`src/rtl/fdtd_pkg.sv`:
```
`default_nettype none
package fdtd_pkg;

  localparam int NGRID = 9;
  localparam int DW    = 32;

  localparam logic [1:0] MODE_WRITE = 2'd0;
  localparam logic [1:0] MODE_READ  = 2'd1;
  localparam logic [1:0] MODE_UPD_H = 2'd2;
  localparam logic [1:0] MODE_UPD_E = 2'd3;

  localparam logic [3:0] G_EZ   = 4'd0;
  localparam logic [3:0] G_HX   = 4'd1;
  localparam logic [3:0] G_HY   = 4'd2;
  localparam logic [3:0] G_CEZE = 4'd3;
  localparam logic [3:0] G_CEZH = 4'd4;
  localparam logic [3:0] G_CHXH = 4'd5;
  localparam logic [3:0] G_CHXE = 4'd6;
  localparam logic [3:0] G_CHYH = 4'd7;
  localparam logic [3:0] G_CHYE = 4'd8;

  localparam logic [1:0] CFG_ONE_D  = 2'd0;
  localparam logic [1:0] CFG_SIZE_X = 2'd1;
  localparam logic [1:0] CFG_SIZE_Y = 2'd2;

  typedef enum logic [1:0] {P_HX, P_HY, P_E} pass_t;

  typedef struct packed {
    logic  capture;
    logic  use_cell;
    logic  cell_write;
    logic  rd_load;
    logic  diff_load;
    logic  mul_load;
    logic  cell_we;
    logic  out_load;
    logic  out_from_read;
    logic  out_err;
    logic  one_d;
    pass_t kind;
  } fdtd_cmd_t;

  typedef struct packed {
    logic       bad;
    logic [1:0] mode;
  } fdtd_stat_t;

  function automatic logic signed [31:0] sat33(input logic signed [32:0] v);
    logic signed [31:0] r;
    if (v[32] != v[31]) r = v[32] ? 32'sh8000_0000 : 32'sh7fff_ffff;
    else r = v[31:0];
    return r;
  endfunction

  function automatic logic signed [31:0] qadd(input logic signed [31:0] a,
                                              input logic signed [31:0] b);
    logic signed [32:0] s;
    s = {a[31], a} + {b[31], b};
    return sat33(s);
  endfunction

  function automatic logic signed [31:0] qsub(input logic signed [31:0] a,
                                              input logic signed [31:0] b);
    logic signed [32:0] s;
    s = {a[31], a} - {b[31], b};
    return sat33(s);
  endfunction

  function automatic logic signed [31:0] qtrunc(input logic signed [63:0] p);
    logic signed [31:0] r;
    if ((&p[63:47]) || !(|p[63:47])) r = p[47:16];
    else r = p[63] ? 32'sh8000_0000 : 32'sh7fff_ffff;
    return r;
  endfunction

endpackage
`default_nettype wire

```
`src/rtl/fdtd_ctrl.sv`:
```
`default_nettype none
module fdtd_ctrl #(
  parameter int MAX_X = 64,
  parameter int MAX_Y = 64,
  parameter int CW    = 11
) (
  input  wire logic                 clk,
  input  wire logic                 rst_n,
  input  wire logic                 in_valid,
  output logic                      in_ready,
  output logic                      out_valid,
  input  wire logic                 out_ready,
  input  wire logic                 one_d,
  input  wire logic [6:0]           size_x,
  input  wire logic [6:0]           size_y,
  input  wire fdtd_pkg::fdtd_stat_t stat,
  output fdtd_pkg::fdtd_cmd_t       cmd,
  output logic [CW-1:0]             m,
  output logic [CW-1:0]             n
);
  import fdtd_pkg::*;

  typedef enum logic [3:0] {
    S_IDLE, S_DECODE, S_WRITE, S_RD_ISSUE, S_RD_DATA, S_PASS,
    S_ISSUE, S_DIFF, S_MUL, S_WR, S_RESULT
  } state_t;

  state_t        state_r;
  pass_t         pass_r;
  logic [CW-1:0] m_r, n_r;
  logic          out_valid_r, err_r, from_read_r;

  logic [CW-1:0] sx, sy, sx1, sy1, m0, mlim, n0, nlim;
  logic [CW:0]   m_inc, n_inc;
  logic          empty, out_free;

  always_comb begin
    sx  = (CW'(size_x) > CW'(MAX_X)) ? CW'(MAX_X) : CW'(size_x);
    sy  = (CW'(size_y) > CW'(MAX_Y)) ? CW'(MAX_Y) : CW'(size_y);
    sx1 = (sx == '0) ? '0 : sx - 1'b1;
    sy1 = (sy == '0) ? '0 : sy - 1'b1;
    case (pass_r)
      P_HX: begin
        m0 = '0; mlim = sx; n0 = '0; nlim = sy1;
      end
      P_HY: begin
        m0 = '0; mlim = sx1; n0 = '0; nlim = one_d ? CW'(1) : sy;
      end
      default: begin
        m0 = CW'(1); mlim = sx1;
        n0 = one_d ? '0 : CW'(1);
        nlim = one_d ? CW'(1) : sy1;
      end
    endcase
    empty    = (m0 >= mlim) || (n0 >= nlim);
    m_inc    = {1'b0, m_r} + 1'b1;
    n_inc    = {1'b0, n_r} + 1'b1;
    out_free = !out_valid_r || out_ready;
  end

  always_comb begin
    cmd = '0;
    cmd.kind          = pass_r;
    cmd.one_d         = one_d;
    cmd.capture       = (state_r == S_IDLE) && in_valid;
    cmd.use_cell      = (state_r == S_WRITE) || (state_r == S_RD_ISSUE) ||
                        (state_r == S_RD_DATA);
    cmd.cell_write    = (state_r == S_WRITE);
    cmd.rd_load       = (state_r == S_RD_DATA);
    cmd.diff_load     = (state_r == S_DIFF);
    cmd.mul_load      = (state_r == S_MUL);
    cmd.cell_we       = (state_r == S_WR);
    cmd.out_load      = (state_r == S_RESULT) && out_free;
    cmd.out_from_read = from_read_r;
    cmd.out_err       = err_r;
  end

  always_ff @(posedge clk) begin
    if (!rst_n) begin
      state_r     <= S_IDLE;
      pass_r      <= P_HX;
      m_r         <= '0;
      n_r         <= '0;
      out_valid_r <= 1'b0;
      err_r       <= 1'b0;
      from_read_r <= 1'b0;
    end else begin
      if (out_valid_r && out_ready && (state_r != S_RESULT)) begin
        out_valid_r <= 1'b0;
      end
      unique case (state_r)
        S_IDLE: begin
          if (in_valid) begin
            state_r <= S_DECODE;
          end
        end
        S_DECODE: begin
          unique case (stat.mode)
            MODE_WRITE: begin
              err_r       <= stat.bad;
              from_read_r <= 1'b0;
              state_r     <= stat.bad ? S_RESULT : S_WRITE;
            end
            MODE_READ: begin
              err_r       <= stat.bad;
              from_read_r <= !stat.bad;
              state_r     <= stat.bad ? S_RESULT : S_RD_ISSUE;
            end
            MODE_UPD_H: begin
              err_r       <= 1'b0;
              from_read_r <= 1'b0;
              pass_r      <= one_d ? P_HY : P_HX;
              state_r     <= S_PASS;
            end
            default: begin
              err_r       <= 1'b0;
              from_read_r <= 1'b0;
              pass_r      <= P_E;
              state_r     <= S_PASS;
            end
          endcase
        end
        S_WRITE:    state_r <= S_RESULT;
        S_RD_ISSUE: state_r <= S_RD_DATA;
        S_RD_DATA:  state_r <= S_RESULT;
        S_PASS: begin
          m_r <= m0;
          n_r <= n0;
          if (!empty) begin
            state_r <= S_ISSUE;
          end else if (pass_r == P_HX) begin
            pass_r <= P_HY;
          end else begin
            state_r <= S_RESULT;
          end
        end
        S_ISSUE: state_r <= S_DIFF;
        S_DIFF:  state_r <= S_MUL;
        S_MUL:   state_r <= S_WR;
        S_WR: begin
          if (n_inc < {1'b0, nlim}) begin
            n_r     <= n_inc[CW-1:0];
            state_r <= S_ISSUE;
          end else if (m_inc < {1'b0, mlim}) begin
            m_r     <= m_inc[CW-1:0];
            n_r     <= n0;
            state_r <= S_ISSUE;
          end else if (pass_r == P_HX) begin
            pass_r  <= P_HY;
            state_r <= S_PASS;
          end else begin
            state_r <= S_RESULT;
          end
        end
        S_RESULT: begin
          if (out_free) begin
            out_valid_r <= 1'b1;
            state_r     <= S_IDLE;
          end
        end
        default: state_r <= S_IDLE;
      endcase
    end
  end

  assign in_ready  = (state_r == S_IDLE);
  assign out_valid = out_valid_r;
  assign m         = m_r;
  assign n         = n_r;

  a_no_double_write: assert property (@(posedge clk) disable iff (!rst_n)
    !(cmd.cell_we && cmd.cell_write))
    else $error("update write and cell write together");

  a_accept_decode: assert property (@(posedge clk) disable iff (!rst_n)
    (in_valid && in_ready) |=> (state_r == S_DECODE))
    else $error("accepted beat not decoded");

  a_cell_coords_stable: assert property (@(posedge clk) disable iff (!rst_n)
    (state_r == S_ISSUE || state_r == S_DIFF || state_r == S_MUL) |=>
      ($stable(m_r) && $stable(n_r)))
    else $error("cell coordinates moved mid cell");

  a_cell_in_range: assert property (@(posedge clk) disable iff (!rst_n)
    (state_r == S_WR) |-> ((int'(m_r) < MAX_X) && (int'(n_r) < MAX_Y)))
    else $error("cell outside grid");

  a_result_source: assert property (@(posedge clk) disable iff (!rst_n)
    $rose(out_valid_r) |-> $past(state_r == S_RESULT))
    else $error("result raised outside result state");

endmodule
`default_nettype wire

```
`config.mk`:
```
export PLATFORM = sky130hd
export DESIGN_NAME = fdtd_ctrl
export DESIGN_NICKNAME = d
export VERILOG_FILES = /design/src/rtl/fdtd_pkg.sv /design/src/rtl/fdtd_ctrl.sv
export SDC_FILE = /design/constraint.sdc
export NUM_CORES = 1
export LEC_CHECK = 0
export ABC_AREA = 1
export CAP_MARGIN = 20
export CORE_MARGIN = 3
export CORE_UTILIZATION = 59
export DETAILED_ROUTE_END_ITERATION = 16
export DONT_BUFFER_PORTS = 1
export GPL_ROUTABILITY_DRIVEN = 0
export GPL_TIMING_DRIVEN = 0
export HOLD_SLACK_MARGIN = 0.06
export PLACE_DENSITY = 0.8
export SLEW_MARGIN = 20
export SYNTH_ARGS = -nofsm -noshare
export SYNTH_HDL_FRONTEND = slang
export SYNTH_SLANG_ARGS = --single-unit
```
`constraint.sdc`:
```
create_clock -name clk -period 3.55 [get_ports clk]
set_input_delay 0.71 -clock clk [delete_from_list [all_inputs] [get_ports clk]]
set_output_delay 0.71 -clock clk [all_outputs]
set_load 0.03 [all_outputs]
```
==> Word-level counts from Yosys, hierarchy flattened <==
Index checks and enable logic that the tools add are counted.
{ "totals": {"regBits": 31, "in_bits": 22, "output_inout_bits": 37, "word_cells": 104} }
{ "classes": {"add_sub_neg": 4, "order_cmp": 6, "n_eq_ne": 23, "n_mux": 40, "reduce_logical": 24} }
{ "ops": {"columns": ["cell", "n"], "rows": [
  ["11-bit 2-to-1 mux", 8],
  ["11-bit case mux with 2 select lines", 3],
  ["4-bit case mux with 10 select lines", 1],
  ["4-bit 2-to-1 mux", 9],
  ["11-bit by 1-bit adder with 12-bit output (second input constant)", 2],
  ["12-bit by 11-bit < comparator with 1-bit output", 2],
  ["11-bit greater-or-equal comparator", 2],
  ["11-bit logical NOT", 2],
  ["7-bit 2-to-1 mux", 3],
  ["4-bit by 3-bit == test with 1-bit output (second input constant)", 4],
  ["7-bit by 1-bit subtractor with 8-bit output (second input constant)", 2],
  ["7-bit > comparator (second input constant)", 2],
  ["4-bit == test (second input constant)", 3],
  ["2-bit != test (second input constant)", 6],
  ["1-bit 2-to-1 mux", 9],
  ["4-bit by 2-bit == test with 1-bit output (second input constant)", 2],
  ["2-bit 2-to-1 mux", 4],
  ["4-bit case mux with 2 select lines", 1],
  ["2-bit case mux with 3 select lines", 1],
  ["3-bit AND reduction", 2],
  ["2-bit OR reduction", 3],
  ["5-bit AND reduction", 1],
  ["2-bit by 1-bit == test with 1-bit output (second input constant)", 2],
  ["4-bit by 1-bit == test with 1-bit output (second input constant)", 1],
  ["14 further kinds", 22]
]} }

==> Longest topological paths before layout <==
{ "depth": {"ltp_word": 10, "depth_mapped": 28, "depth_no_buf": 27} }

==> Worst setup path before layout <==
Ideal clock, no wire load.
{ "synth_timing": {"path_type": "input port to flip-flop", "from": "input port size_y[2]", "to": "register m_r[7], in the netlist m[7]", "setup_ns": 0.136, "arrival_time_ns": 3.341, "required_ns": 3.414, "path_slack_ns": 0.073, "path_stages": 22, "path_buffers": 2, "path_cell_list": "buf_6 nor2_4 nand3_2 nand2_4 nand2_4 ha_1 nand3_2 nand2_2 nor3_1 nand3_1 ha_1 a21oi_1 o21ai_0 a21oi_1 nor2_1 o21ai_0 nand3b_1 inv_1 nand3_4 buf_2 a21oi_1 nor3_2"} }
{ "synth_between": {"elab_chain_len": 9} }
{ "synth_rtl": {"columns": ["item", "line", "rtl"], "rows": [
  ["start: declaration", "fdtd_ctrl.sv:15", "input wire logic [6:0] size_y,"],
  ["7-bit > comparator", "fdtd_ctrl.sv:39", "sy = (CW'(size_y) > CW'(MAX_Y)) ? CW'(MAX_Y) : CW'(size_y);"],
  ["7-bit 2-to-1 mux *", "fdtd_ctrl.sv:39", null],
  ["7-bit by 1-bit subtractor with 8-bit output / 11-bit logical NOT (equally long branches)", "fdtd_ctrl.sv:41", "sy1 = (sy == '0) ? '0 : sy - 1'b1;"],
  ["11-bit 2-to-1 mux", "fdtd_ctrl.sv:41", null],
  ["11-bit 2-to-1 mux", "fdtd_ctrl.sv:52", "nlim = one_d ? CW'(1) : sy1;"],
  ["11-bit case mux with 2 select lines *", "fdtd_ctrl.sv:42", "case (pass_r)"],
  ["12-bit by 11-bit < comparator with 1-bit output *", "fdtd_ctrl.sv:141", "if (n_inc < {1'b0, nlim}) begin"],
  ["2-bit != test (no source line) *", null, null],
  ["3-bit AND reduction (no source line) *", null, null],
  ["end signal: assignment", "fdtd_ctrl.sv:127", "m_r <= m0;"],
  ["end signal: assignment", "fdtd_ctrl.sv:145", "m_r <= m_inc[CW-1:0];"],
  ["end: declaration", "fdtd_ctrl.sv:30", "logic [CW-1:0] m_r, n_r;"]
]} }
Mark *: on every way between the ends. The rest lies on a longest branch, timed or not.
A chain may end at the register's enable or synchronous reset.

==> Final worst setup path <==
{ "layout_timing": {"from": "input port size_y[2]", "to": "register state_r[1]"} }
{ "layout_between": {"elab_chain_len": 10} }
{ "layout_rtl": {"columns": ["item", "line", "rtl"], "rows": [
  ["7-bit > comparator", "fdtd_ctrl.sv:39", null],
  ["7-bit 2-to-1 mux *", "fdtd_ctrl.sv:39", null],
  ["7-bit by 1-bit subtractor with 8-bit output / 11-bit logical NOT (equally long branches)", "fdtd_ctrl.sv:41", null],
  ["11-bit 2-to-1 mux", "fdtd_ctrl.sv:41", null],
  ["11-bit 2-to-1 mux", "fdtd_ctrl.sv:52", null],
  ["11-bit case mux with 2 select lines *", "fdtd_ctrl.sv:42", null],
  ["11-bit greater-or-equal comparator", "fdtd_ctrl.sv:55", "empty = (m0 >= mlim) || (n0 >= nlim);"],
  ["1-bit logical OR", "fdtd_ctrl.sv:55", null],
  ["4-bit 2-to-1 mux / 3-bit != test (equally long branches)", null, null],
  ["4-bit case mux with 10 select lines / 3-bit AND reduction (equally long branches)", null, null],
  ["end signal: assignment", "fdtd_ctrl.sv:102", "state_r <= stat.bad ? S_RESULT : S_WRITE;"],
  ["end signal: assignment", "fdtd_ctrl.sv:107", "state_r <= stat.bad ? S_RESULT : S_RD_ISSUE;"],
  ["end: declaration", "fdtd_ctrl.sv:28", "state_t state_r;"]
]} }
Marked as above.

==> impl_metrics.py <==
metrics = {
    "yosys": {
        "yosysTopAreaCell": "dfxtp_1",
        "netlist_area_sq_mm": 0.00336,
        "syn_inst": 515,
        "synth.avg_cell_area_sq_um": 6.52,
        "synth-seq-area-share_pct": 18.5,
        "synth_nets": 565,
        "yosysTopAreaCellShare_pct": 18.5,
        "yosysWarnings": 0,
        "ys_top_cells_by_area": "dfxtp_1 (18%), nand2_1 (12%), ha_1 (10%)",
        "ys_types": 39,
        "ys_ff_latch": 31,
    },
    "timing": {
        "max_freq_mhz": 293,
        "setup_viol": 0,
        "period_share_pct": 96.3,
        "fin_hold_ws_ns": 0.469,
        "min_period_ns": 3.42,
        "drv_slew": 0,
        "finalHoldViolations": 0,
        "worstMarginPinSlew_ns": 1.05,
        "finClkSkew_ns": 0.0113,
        "relSlewSlack_pct": 29.9,
    },
    "floorplan": {
        "die_h_um": 81.4,
        "coreArea_sq_mm": 0.00530,
        "start_util_pct": 63.3,
        "io_pins": 59,
        "core.rowCount": 26,
        "die_area_sq_mm": 0.00663,
        "die_w_um": 81.4,
    },
    "min_path": {
        "hold_class": "reg -> reg",
    },
    "status": {
        "status": "complete, no violations",
    },
    "setup_path": {
        "path_max_fanout": 8,
        "critPathBufInv": 5,
        "cpPeakStageDelay_ns": 0.28,
        "crit_type": "in -> reg",
        "crit_top_cell": "nand2_4",
        "worstPathRequired_ns": 3.78,
        "cp-start-kind": "primary input",
        "cpMaxStageDelayCell": "ha_1",
        "endpoint_kind": "flop",
        "arrival_ns": 3.64,
        "cp_top_family": "simple AND/OR/NAND/NOR gates",
    },
    "grt": {
        "grtUsageMet2_pct": 45.4,
        "busiest_layer": "met2",
        "overflow": 0,
        "grt_pass1_wl_um": 13800,
        "grt_pass1_vias": 3169,
        "grt_max_degree": 11,
        "grtUsageMet3_pct": 6.25,
        "met1_usage_pct": 30.9,
        "grtUsageTotal_pct": 26.3,
        "grt_antenna_before_repair": 0,
    },
    "routing": {
        "avgViaCountPerCell": 5.67,
        "drtPass1Iterations": 5,
        "wl_per_cell_um": 14.5,
        "via_count": 3441,
        "dr.first_iter.drc_count": 168,
        "antenna_left": 0,
        "routed_wl_um": 8770,
        "drc": 0,
    },
    "cells_and_area": {
        "syn_to_final_growth_pct": 13.1,
        "final_util_pct": 71.6,
        "fin_area_sq_mm": 0.00380,
        "n_antenna_cell": 0,
        "nNetsFinal": 586,
        "drive_above_1_share_pct": 27.0,
    },
    "clocking": {
        "path_clk_slew_ns": 0.07,
        "cts_tree": "built",
        "clk_latency_ns": 0.30,
        "clock_sinks": 31,
        "cts_max_path_buffers": 2,
        "h-tree-depth": 2,
        "cts_hold_buf": 0,
        "cts_inserted_buffers": 5,
        "cts-root-buf": "clkbuf_8",
    },
    "power_and_ir_drop": {
        "power.static_leakage_nw": 1.80,
        "max-vdd-ir-drop_uv": 340,
        "power_density_mw_per_mm2": 634,
        "total_power_mw": 2.41,
    },
    "placed_design": {
        "dp_hpwl_um": 6440,
        "placed_cell_area_sq_mm": 0.00345,
        "io_buffers": 0,
    },
    "run": {
        "drv_cap": 0,
    },
}
-- metal layers --
metal  up-vias  part of all wire (%)
met2       138                    49
li1       1711                     -
met5         -                     0
met1      1561                    39
met3        31                   7.9
met4         0                   3.4
-- registers in the layout (all words and copies together), names as in the netlist --
signal	cells
state_r	4
out_valid	1
err_r	1
n	11
pass_r	2
from_read_r	1
m	11
-- worst min-delay path, stage by stage, from the launching register on --
cell and delay [ns]:
dfxtp_1 0.31, nand2_1 0.06, a21oi_1 0.06
-- stage by stage --
step	worst slack [ns]	setup TNS [ns]	std cells
after floorplan	0.0729	0	515
after global placement	-0.237	-4.52	585
after detailed placement	-0.316	-6.16	585
after CTS	0.0298	0	594
after global routing	-0.0724	-1.08	607
final	0.133	0	607
-- cells by family (layout without fill, tap and decap cells) --
kind of cell             after synthesis  count (layout)  synth area share, %
AND/OR/NAND/NOR                      265             265                 40.1
buffers and inverters                 97             119                 12.3
AO/OA/AOI/OAI                         80              80                 15.0
flip-flops                            31              31                 18.5
adder cells (fa/ha/maj)               28              28                 10.4
XOR/XNOR                              14              14                 3.65
-- synth_stat cells (all sizes together) --
cell type,count
nand2,128
o22ai,3
o21ai,17
nand4,12
dfxtp,31
clkinv,2
nand3b,1
and2,2
a221oi,2
or2,4
xor2,12
nor2,58
nor4,1
xnor2,2
inv,82
buf,10
a21oi,57
ha,28
nand3,38
o21bai,1
nor3b,1
clkbuf,3
nor3,20
-- final cells by class --
| cell class | count | area [sq um] |
|---|---|---|
| Sequential cell | 31 | 631 |
| Tap cell | 70 | 87.6 |
| Inverter | 84 | 320 |
| Timing Repair Buffer | 14 | 123 |
| Fill cell | 441 | 1500 |
| Clock buffer | 5 | 68.8 |
| Clock inverter | 3 | 15.0 |
| Buffer | 13 | 116 |
| Multi-Input combinational cell | 387 | 2440 |
-- final timing paths --
| check | startpoint | end | cells after the start | slack (ns) |
|---|---|---|---|---|
| max | size_y[2] | state_r[1] | 26 | 0.13 |
| min | err_r | err_r | 2 | 0.47 |
| max reg2reg | m[1] | m[0] | 20 | 0.16 |
| min reg2reg | err_r | err_r | 2 | 0.47 |
-- repair_timing --
item / 4_1_cts / 5_1_grt
gates resized for setup: 1 / 47
buffers inserted: 1 / 12
pin swaps: 1 / 13
cloned: 0 / 1
endpoints found under the setup margin: 9 / 28
-- power by group --
part           switching, mW  internal, mW
clock network          0.145         0.134
registers              0.174         0.419
logic                   1.00         0.531
-- cells in the final DEF (no fill, tap or decap), drive strengths merged, types with 3 or more instances in the layout --
cell / n
ha: 28
xor2: 12
o21ai: 17
clkinv: 5
clkbuf: 9
or2: 4
buf: 23
nor2: 58
inv: 82
nand2: 128
dfxtp: 31
nand3: 38
a21oi: 57
o22ai: 3
nand4: 12
nor3: 20
(Power assumes the default switching activity.)
